--- src/design/assert_macros.svh ---
// assertion macros used by the ready queue datapath
`ifndef ASSERT_MACROS_SVH
`define ASSERT_MACROS_SVH
`ifndef ASSERT_OFF
`define ASSERT_HOLDS(label, clk, rst, ante, cons) \
   label: assert property (@(posedge clk) disable iff (rst) (ante) |-> (cons)) \
      else $error("assertion failed");
`define ASSERT_NEXT(label, clk, rst, ante, cons) \
   label: assert property (@(posedge clk) disable iff (rst) (ante) |=> (cons)) \
      else $error("assertion failed");
`else
`define ASSERT_HOLDS(label, clk, rst, ante, cons)
`define ASSERT_NEXT(label, clk, rst, ante, cons)
`endif
`endif

--- src/design/pfrq_pkg.sv ---
// shared types and constants of the priority ready queue
package pfrq_pkg;

   localparam int QUEUE_DEPTH_DEFAULT   = 16;
   localparam int PRIORITY_BITS_DEFAULT = 8;

   localparam int THREAD_W = 4;
   localparam int PRIO_W   = 8;
   localparam int STATUS_W = 2;

   localparam logic OP_ENQUEUE = 1'b0;
   localparam logic OP_REMOVE  = 1'b1;

   localparam logic [STATUS_W-1:0] STAT_DONE   = 2'd0;
   localparam logic [STATUS_W-1:0] STAT_FULL   = 2'd1;
   localparam logic [STATUS_W-1:0] STAT_DUP    = 2'd2;
   localparam logic [STATUS_W-1:0] STAT_ABSENT = 2'd3;

   typedef struct packed {
      logic load;
      logic compare;
      logic write;
   } cmd_type;

   typedef struct packed {
      logic rsp_valid;
   } dp_status_type;

endpackage

--- src/design/pfrq_ctrl.sv ---
// sequencer of the priority ready queue: accept, compare, write back
module pfrq_ctrl (
   input  logic                   clock,
   input  logic                   reset,
   input  logic                   req_valid,
   output logic                   req_stall,
   input  logic                   rsp_stall,
   input  pfrq_pkg::dp_status_type dp_status,
   output pfrq_pkg::cmd_type      cmd
);

   localparam logic [1:0] S_IDLE    = 2'd0;
   localparam logic [1:0] S_COMPARE = 2'd1;
   localparam logic [1:0] S_WRITE   = 2'd2;

   logic [1:0] state_ff;
   logic [1:0] state_in;
   logic       out_free;

   // result register is free when empty or being taken this cycle
   assign out_free  = !dp_status.rsp_valid || !rsp_stall;
   assign req_stall = (state_ff != S_IDLE);

   always_comb begin
      state_in    = state_ff;
      cmd         = '0;
      unique case (state_ff)
         S_IDLE: begin
            if (req_valid) begin
               cmd.load = 1'b1;
               state_in = S_COMPARE;
            end
         end
         S_COMPARE: begin
            cmd.compare = 1'b1;
            state_in    = S_WRITE;
         end
         S_WRITE: begin
            if (out_free) begin
               cmd.write = 1'b1;
               state_in  = S_IDLE;
            end
         end
         default: begin
            state_in = S_IDLE;
         end
      endcase
   end

   always_ff @(posedge clock) begin
      if (reset) begin
         state_ff <= S_IDLE;
      end else begin
         state_ff <= state_in;
      end
   end

endmodule

--- src/design/pfrq_datapath.sv ---
// slot array with parallel compare and shift, plus the result register
`include "assert_macros.svh"

module pfrq_datapath #(
   parameter int QUEUE_DEPTH   = pfrq_pkg::QUEUE_DEPTH_DEFAULT,
   parameter int PRIORITY_BITS = pfrq_pkg::PRIORITY_BITS_DEFAULT,
   localparam int CNT_W        = $clog2(QUEUE_DEPTH + 1)
) (
   input  logic                           clock,
   input  logic                           reset,
   input  pfrq_pkg::cmd_type              cmd,
   output pfrq_pkg::dp_status_type        dp_status,
   input  logic                           req_op,
   input  logic [pfrq_pkg::THREAD_W-1:0]  req_thread_id,
   input  logic [pfrq_pkg::PRIO_W-1:0]    req_priority_req,
   input  logic                           rsp_stall,
   output logic                           rsp_valid,
   output logic                           rsp_head_valid,
   output logic [pfrq_pkg::THREAD_W-1:0]  rsp_head_thread,
   output logic [pfrq_pkg::PRIO_W-1:0]    rsp_head_priority,
   output logic [CNT_W-1:0]               rsp_entry_count,
   output logic [pfrq_pkg::STATUS_W-1:0]  rsp_status
);

   logic                          op_ff;
   logic [pfrq_pkg::THREAD_W-1:0] tid_ff;
   logic [PRIORITY_BITS-1:0]      prio_ff;

   logic [pfrq_pkg::THREAD_W-1:0] slot_thread_ff [QUEUE_DEPTH];
   logic [PRIORITY_BITS-1:0]      slot_prio_ff   [QUEUE_DEPTH];
   logic [pfrq_pkg::THREAD_W-1:0] slot_thread_in [QUEUE_DEPTH];
   logic [PRIORITY_BITS-1:0]      slot_prio_in   [QUEUE_DEPTH];

   logic [CNT_W-1:0] count_ff;
   logic [CNT_W-1:0] count_in;

   logic [QUEUE_DEPTH-1:0] match_c;
   logic [QUEUE_DEPTH-1:0] at_pos_c;
   logic [QUEUE_DEPTH-1:0] after_c;
   logic [QUEUE_DEPTH-1:0] match_ff;
   logic [QUEUE_DEPTH-1:0] at_pos_ff;
   logic [QUEUE_DEPTH-1:0] after_ff;

   logic                          any_match;
   logic                          is_full;
   logic                          enq_ok;
   logic                          rem_ok;
   logic [pfrq_pkg::STATUS_W-1:0] status_in;
   logic                          rsp_valid_ff;
   logic                          rsp_valid_in;
   logic                          head_valid_ff;
   logic [pfrq_pkg::THREAD_W-1:0] head_thread_ff;
   logic [pfrq_pkg::PRIO_W-1:0]   head_prio_ff;
   logic [CNT_W-1:0]              count_out_ff;
   logic [pfrq_pkg::STATUS_W-1:0] status_ff;

   // per-slot compare: thread match, insert point, and slots at or after a match
   for (genvar i = 0; i < QUEUE_DEPTH; i++) begin : g_cmp
      logic slot_used;
      assign slot_used   = (count_ff > CNT_W'(i));
      assign match_c[i]  = slot_used && (slot_thread_ff[i] == tid_ff);
      assign at_pos_c[i] = !slot_used || (slot_prio_ff[i] > prio_ff);
      assign after_c[i]  = |match_c[i:0];
   end

   always_ff @(posedge clock) begin
      if (cmd.load) begin
         op_ff   <= req_op;
         tid_ff  <= req_thread_id;
         prio_ff <= PRIORITY_BITS'(req_priority_req);
      end
      if (cmd.compare) begin
         match_ff  <= match_c;
         at_pos_ff <= at_pos_c;
         after_ff  <= after_c;
      end
   end

   assign any_match = |match_ff;
   assign is_full   = (count_ff >= CNT_W'(QUEUE_DEPTH));
   assign enq_ok    = (op_ff == pfrq_pkg::OP_ENQUEUE) && !any_match && !is_full;
   assign rem_ok    = (op_ff == pfrq_pkg::OP_REMOVE) && any_match;

   always_comb begin
      priority if (op_ff == pfrq_pkg::OP_REMOVE) begin
         status_in = any_match ? pfrq_pkg::STAT_DONE : pfrq_pkg::STAT_ABSENT;
      end else if (any_match) begin
         status_in = pfrq_pkg::STAT_DUP;
      end else if (is_full) begin
         status_in = pfrq_pkg::STAT_FULL;
      end else begin
         status_in = pfrq_pkg::STAT_DONE;
      end
   end

   always_comb begin
      count_in = count_ff;
      if (enq_ok) begin
         count_in = count_ff + CNT_W'(1);
      end else if (rem_ok) begin
         count_in = count_ff - CNT_W'(1);
      end
   end

   // shift network: insert opens a gap at the first greater slot, remove closes one
   for (genvar i = 0; i < QUEUE_DEPTH; i++) begin : g_shift
      logic                          from_prev;
      logic [pfrq_pkg::THREAD_W-1:0] next_thread;
      logic [PRIORITY_BITS-1:0]      next_prio;
      if (i == 0) begin : g_first
         assign from_prev = 1'b0;
      end else begin : g_rest
         assign from_prev = at_pos_ff[i-1];
      end
      if (i == QUEUE_DEPTH - 1) begin : g_last
         assign next_thread = slot_thread_ff[i];
         assign next_prio   = slot_prio_ff[i];
      end else begin : g_mid
         assign next_thread = slot_thread_ff[i+1];
         assign next_prio   = slot_prio_ff[i+1];
      end
      always_comb begin
         slot_thread_in[i] = slot_thread_ff[i];
         slot_prio_in[i]   = slot_prio_ff[i];
         if (enq_ok && at_pos_ff[i]) begin
            if (from_prev) begin
               slot_thread_in[i] = slot_thread_ff[(i == 0) ? 0 : i-1];
               slot_prio_in[i]   = slot_prio_ff[(i == 0) ? 0 : i-1];
            end else begin
               slot_thread_in[i] = tid_ff;
               slot_prio_in[i]   = prio_ff;
            end
         end else if (rem_ok && after_ff[i]) begin
            slot_thread_in[i] = next_thread;
            slot_prio_in[i]   = next_prio;
         end
      end
      always_ff @(posedge clock) begin
         if (cmd.write) begin
            slot_thread_ff[i] <= slot_thread_in[i];
            slot_prio_ff[i]   <= slot_prio_in[i];
         end
      end
   end

   always_comb begin
      rsp_valid_in = rsp_valid_ff && rsp_stall;
      if (cmd.write) begin
         rsp_valid_in = 1'b1;
      end
   end

   always_ff @(posedge clock) begin
      if (reset) begin
         count_ff     <= '0;
         rsp_valid_ff <= 1'b0;
      end else begin
         rsp_valid_ff <= rsp_valid_in;
         if (cmd.write) begin
            count_ff <= count_in;
         end
      end
   end

   always_ff @(posedge clock) begin
      if (cmd.write) begin
         head_valid_ff <= (count_in != '0);
         count_out_ff  <= count_in;
         status_ff     <= status_in;
         if (count_in != '0) begin
            head_thread_ff <= slot_thread_in[0];
            head_prio_ff   <= pfrq_pkg::PRIO_W'(slot_prio_in[0]);
         end else begin
            head_thread_ff <= '0;
            head_prio_ff   <= '0;
         end
      end
   end

   assign dp_status.rsp_valid = rsp_valid_ff;
   assign rsp_valid           = rsp_valid_ff;
   assign rsp_head_valid      = head_valid_ff;
   assign rsp_head_thread     = head_thread_ff;
   assign rsp_head_priority   = head_prio_ff;
   assign rsp_entry_count     = count_out_ff;
   assign rsp_status          = status_ff;

   `ASSERT_HOLDS(a_count_bound, clock, reset, 1'b1, count_ff <= CNT_W'(QUEUE_DEPTH))
   `ASSERT_HOLDS(a_single_match, clock, reset, cmd.write, $onehot0(match_ff))
   `ASSERT_NEXT(a_enq_grows, clock, reset, enq_ok && cmd.write, count_ff == $past(count_ff) + CNT_W'(1))
   `ASSERT_NEXT(a_rem_shrinks, clock, reset, rem_ok && cmd.write, count_ff == $past(count_ff) - CNT_W'(1))

endmodule

--- src/design/priority_fifo_ready_queue.sv ---
// top level of the priority ready queue: sequencer plus slot datapath
// steps: accept (request registered), compare (match results registered), write back
//   (response registered); no new request is taken until write back, which waits
//   while the response register is held by rsp_stall
// reset: synchronous, active high; empties the queue and drops any pending response
module priority_fifo_ready_queue #(
   parameter int QUEUE_DEPTH   = pfrq_pkg::QUEUE_DEPTH_DEFAULT,
   parameter int PRIORITY_BITS = pfrq_pkg::PRIORITY_BITS_DEFAULT,
   localparam int CNT_W        = $clog2(QUEUE_DEPTH + 1)
) (
   input  logic                           clock,
   input  logic                           reset,
   // request channel
   input  logic                           req_valid,
   output logic                           req_stall,
   input  logic                           req_op,
   input  logic [pfrq_pkg::THREAD_W-1:0]  req_thread_id,
   input  logic [pfrq_pkg::PRIO_W-1:0]    req_priority_req,
   // response channel
   output logic                           rsp_valid,
   input  logic                           rsp_stall,
   output logic                           rsp_head_valid,
   output logic [pfrq_pkg::THREAD_W-1:0]  rsp_head_thread,
   output logic [pfrq_pkg::PRIO_W-1:0]    rsp_head_priority,
   output logic [CNT_W-1:0]               rsp_entry_count,
   output logic [pfrq_pkg::STATUS_W-1:0]  rsp_status
);

   // commands from the sequencer, status back from the datapath
   pfrq_pkg::cmd_type       cmd;
   pfrq_pkg::dp_status_type dp_status;

   // sequencer: takes a request only when idle, waits on a full response register
   pfrq_ctrl u_ctrl (
      .clock     (clock),
      .reset     (reset),
      .req_valid (req_valid),
      .req_stall (req_stall),
      .rsp_stall (rsp_stall),
      .dp_status (dp_status),
      .cmd       (cmd)
   );

   // datapath: all slots compare in parallel, then shift one place in a single write
   pfrq_datapath #(
      .QUEUE_DEPTH   (QUEUE_DEPTH),
      .PRIORITY_BITS (PRIORITY_BITS)
   ) u_datapath (
      .clock             (clock),
      .reset             (reset),
      .cmd               (cmd),
      .dp_status         (dp_status),
      .req_op            (req_op),
      .req_thread_id     (req_thread_id),
      .req_priority_req  (req_priority_req),
      .rsp_stall         (rsp_stall),
      .rsp_valid         (rsp_valid),
      .rsp_head_valid    (rsp_head_valid),
      .rsp_head_thread   (rsp_head_thread),
      .rsp_head_priority (rsp_head_priority),
      .rsp_entry_count   (rsp_entry_count),
      .rsp_status        (rsp_status)
   );

endmodule

--- config.mk ---
export PLATFORM = sky130hd
export DESIGN_NAME = priority_fifo_ready_queue
export DESIGN_NICKNAME = d
export VERILOG_FILES = /design/src/design/pfrq_pkg.sv /design/src/design/pfrq_ctrl.sv /design/src/design/pfrq_datapath.sv /design/src/design/priority_fifo_ready_queue.sv
export VERILOG_INCLUDE_DIRS = /design/src /design/src/design
export SDC_FILE = /design/constraint.sdc
export NUM_CORES = 1
export LEC_CHECK = 0
export ABC_AREA = 1
export BUFFER_PORTS_ARGS = -buffer_cell sky130_fd_sc_hd__buf_2
export CAP_MARGIN = 20
export CELL_PAD_IN_SITES_DETAIL_PLACEMENT = 0
export CELL_PAD_IN_SITES_GLOBAL_PLACEMENT = 1
export CORE_UTILIZATION = 45
export DETAILED_ROUTE_END_ITERATION = 7
export GPL_TIMING_DRIVEN = 0
export PLACE_DENSITY_LB_ADDON = 0.05
export SKIP_CTS_REPAIR_TIMING = 1
export SYNTH_ARGS = -nofsm -noshare
export SYNTH_HDL_FRONTEND = slang
export SYNTH_SLANG_ARGS = --single-unit
--- constraint.sdc ---
create_clock -name clock -period 3.5 [get_ports clock]
set_input_delay 0.525 -clock clock [delete_from_list [all_inputs] [get_ports clock]]
set_output_delay 0.525 -clock clock [all_outputs]
set_load 0.02 [all_outputs]
==> impl_metrics.ini <==
[die]
core-area_sq_um = 37900
start_util_pct = 46.0
die_area_sq_um = 39500
boundaryPins = 39
die_y_um = 199
row_count = 71
fp.dieW_um = 199

[layout]
fin_nets = 2259
syn2layout_area_growth_pct = 13.7
antenna_cells = 0
final_common_cell = nand2_1
layout-drive-gt1-share_pct = 8.95
layout_common_cells = nand2_1 (481), edfxtp_1 (271), o21ai_0 (264)
fin_area_sq_um = 19800
fin_util_pct = 52.3
final_cells = 2644

[synth]
async_reset_ff_share_pct = 0
ys_seq_area_share_pct = 47.6
synthTopCellsByArea = edfxtp_1 (47%), nand2_1 (10%), ha_1 (9.7%)
ys_ff_latch = 279
synth_edf_count = 271
syn-cell-area_sq_um = 17400
synthesis.nets = 2158
ys.flop_type = edfxtp_1
ys_warn_count = 0
yosysTopAreaCellShare_pct = 46.7
synth_top_area_cell = edfxtp_1
syn_inst = 2006
synth.avg_cell_area_sq_um = 8.69
ys_types = 34

[global_routing]
grt_start_max_net_pins = 38
grt_usage_pct = 29.4
antenna_found_initial = 1
gr-total-overflow = 0
grt_pass1_wl_um = 85000
grt_pass1_vias = 14375

[clocking]
h-tree-depth = 2
numCtsBuffers = 35
insertion_delay_ns = 0.55
cts_buffer_depth = 3
clock-root-buffer = clkbuf_16
cts_tree = yes
clock-sinks = 279
clk_pin_slew_worst_paths_ns = 0.06

[setup_path]
path_max_fanout = 10
slowest_stage = a21oi_1
slowest_delay_ns = 0.54
critPathCaptureType = flop
crit_buf_inv = 4
cpMostUsedCell = nand2_1
crit_chain = or2_2, nor4_1, nand2_1, inv_1, ha_1, nand2_4, inv_2, nand2_1, clkbuf_1, a21oi_1, buf_4
crit_family = simple AND/OR/NAND/NOR gates
worstPathRequired_ns = 3.75
crit_path_start_kind = flop
worstPathArrival_ns = 3.42
worst-setup-path-type = flop to flop

[drt]
drt_iter0_markers = 1088
wire_per_inst_um = 21.7
firstDrtPassIters = 5
antenna_left = 0
wl_um = 57300
via_count = 14722
drcViolationCount = 0
via_per_inst = 5.57

[sta]
worst_slew_pin_slew_ns = 1.15
fin_ws_ns = 0.334
fmax_mhz = 316
hold_viol_final = 0
fin_skew_ns = 0.0144
rsz0062_at_grt = false
hold_ws_ns = 0.144
fin_crit_sh_pct = 90.5
post-route-min-period_ns = 3.17
max_slew_margin_pct = 23.3
setup_violations = 0
drv_slew = 0

[place]
gp_congestion = 0.864
dpl_cell_area_sq_um = 18600
dp_hpwl_um = 42300
portBuffers = 38
place_ws_ns = -0.128
dp_cells = 2574

[power_and_ir_drop]
pwr-share-clk_pct = 45.6
p_int_uw = 6240
p_sw_uw = 2100
ir_worst_vdd_mv = 0.311
seqPwrFrac_pct = 45.2
powerDensity_nw_per_um2 = 421
leakage_uw = 0.00865
comb_power_share_pct = 9.2
netSwitchingFraction_pct = 25.2

[run_status]
outcome = finished, final reports clean

[min_path]
hp-class = primary input to flop

[job]
maxCapViolCount = 0
worst paths after layout:
path | start | endpoint | slack, ns | depth (start not counted)
max | u_datapath.match_ff[3] | u_datapath.slot_prio_ff[13][0] | 0.33 | 11
min | req_thread_id[1] | u_datapath.tid_ff[1] | 0.14 | 1
min reg2reg | u_ctrl.state_ff[0] | u_ctrl.state_ff[0] | 0.53 | 2
max reg2reg | u_datapath.match_ff[3] | u_datapath.slot_prio_ff[13][0] | 0.33 | 11
cells by family (layout without fill, tap and decap cells):
kind of cell               after synthesis  count (layout)  synth area share [%]
adders and majority gates              135             135                  9.69
AOI/OAI and AO/OA                      517             517                  17.2
buffers and inverters                  376             503                  8.98
DFF                                    279             279                  47.6
and+or+nand+nor                        677             677                  15.4
xor gates and xnor gates                22              22                  1.11
final cells by class:
class,count,area [sq um]
repair buffers,64,569
flip-flops and latches,279,8300
well taps,511,639
multi-input cells,1351,7580
clock inverters,20,219
clock buffers,43,948
plain buffers,111,568
fillers,3662,18100
inverters,265,997
metal layers:
| layer | track usage, % | vias up | part of all wire (%) |
|---|---|---|---|
| met3 | 3.02 | 102 | 4.8 |
| met4 | 9.66 | 0 | 2.9 |
| met1 | 39.1 | 7157 | 44 |
| met2 | 50.0 | 409 | 48 |
| li1 | - | 7054 | - |
| met5 | 0 | - | 0 |
Yosys cell counts (7+ instances only):
cell type	count
nor2_1	131
xor2_1	13
buf_2	31
inv_1	257
o211ai_1	157
ha_1	135
dfxtp_1	8
buf_4	12
nand3_1	37
inv_2	7
clkbuf_1	58
nand2_1	481
xnor2_1	9
buf_6	9
o21ai_0	264
a21oi_1	83
edfxtp_1	271
state kept, by name, indices dropped and copies added, names as in the netlist:
name / flops
u_datapath.rsp_head_thread: 4
u_datapath.rsp_head_priority: 8
u_datapath.dp_status: 1
u_datapath.at_pos_ff: 16
u_datapath.prio_ff: 8
u_datapath.match_ff: 15
u_datapath.op_ff: 1
u_datapath.rsp_head_valid: 1
u_datapath.slot_thread_ff: 64
u_datapath.after_ff: 15
u_datapath.count_ff: 5
u_datapath.tid_ff: 4
u_datapath.rsp_status: 2
u_ctrl.state_ff: 2
u_datapath.rsp_entry_count: 5
u_datapath.slot_prio_ff: 128
power groups by stage:
| stage | logic, uW | registers, uW | clock network (uW) |
|---|---|---|---|
| after floorplan | 444 | 3820 | 0 |
| after global placement | 691 | 3850 | 0 |
| after detailed placement | 760 | 3840 | 0 |
| after CTS | 763 | 3770 | 3850 |
| after global routing | 853 | 3770 | 3950 |
| final | 769 | 3770 | 3800 |
metrics by stage:
stage / TNS [ns] / total power, uW
floorplan: 0 / 4260
global placement: -148.88 / 4540
detailed placement: -3.01 / 4600
CTS: -0.541 / 8380
global route: 0 / 8570
finish: 0 / 8330
worst register-to-register path, delay by kind of cell (launching register included):
family          cells  cell delay, ns
simple gates        5            1.04
fa+ha+maj           1            0.21
flops               1            0.34
compound gates      1            0.54
buf+inv             4            0.75
Note: power is estimated with default switching activity, not from simulation.
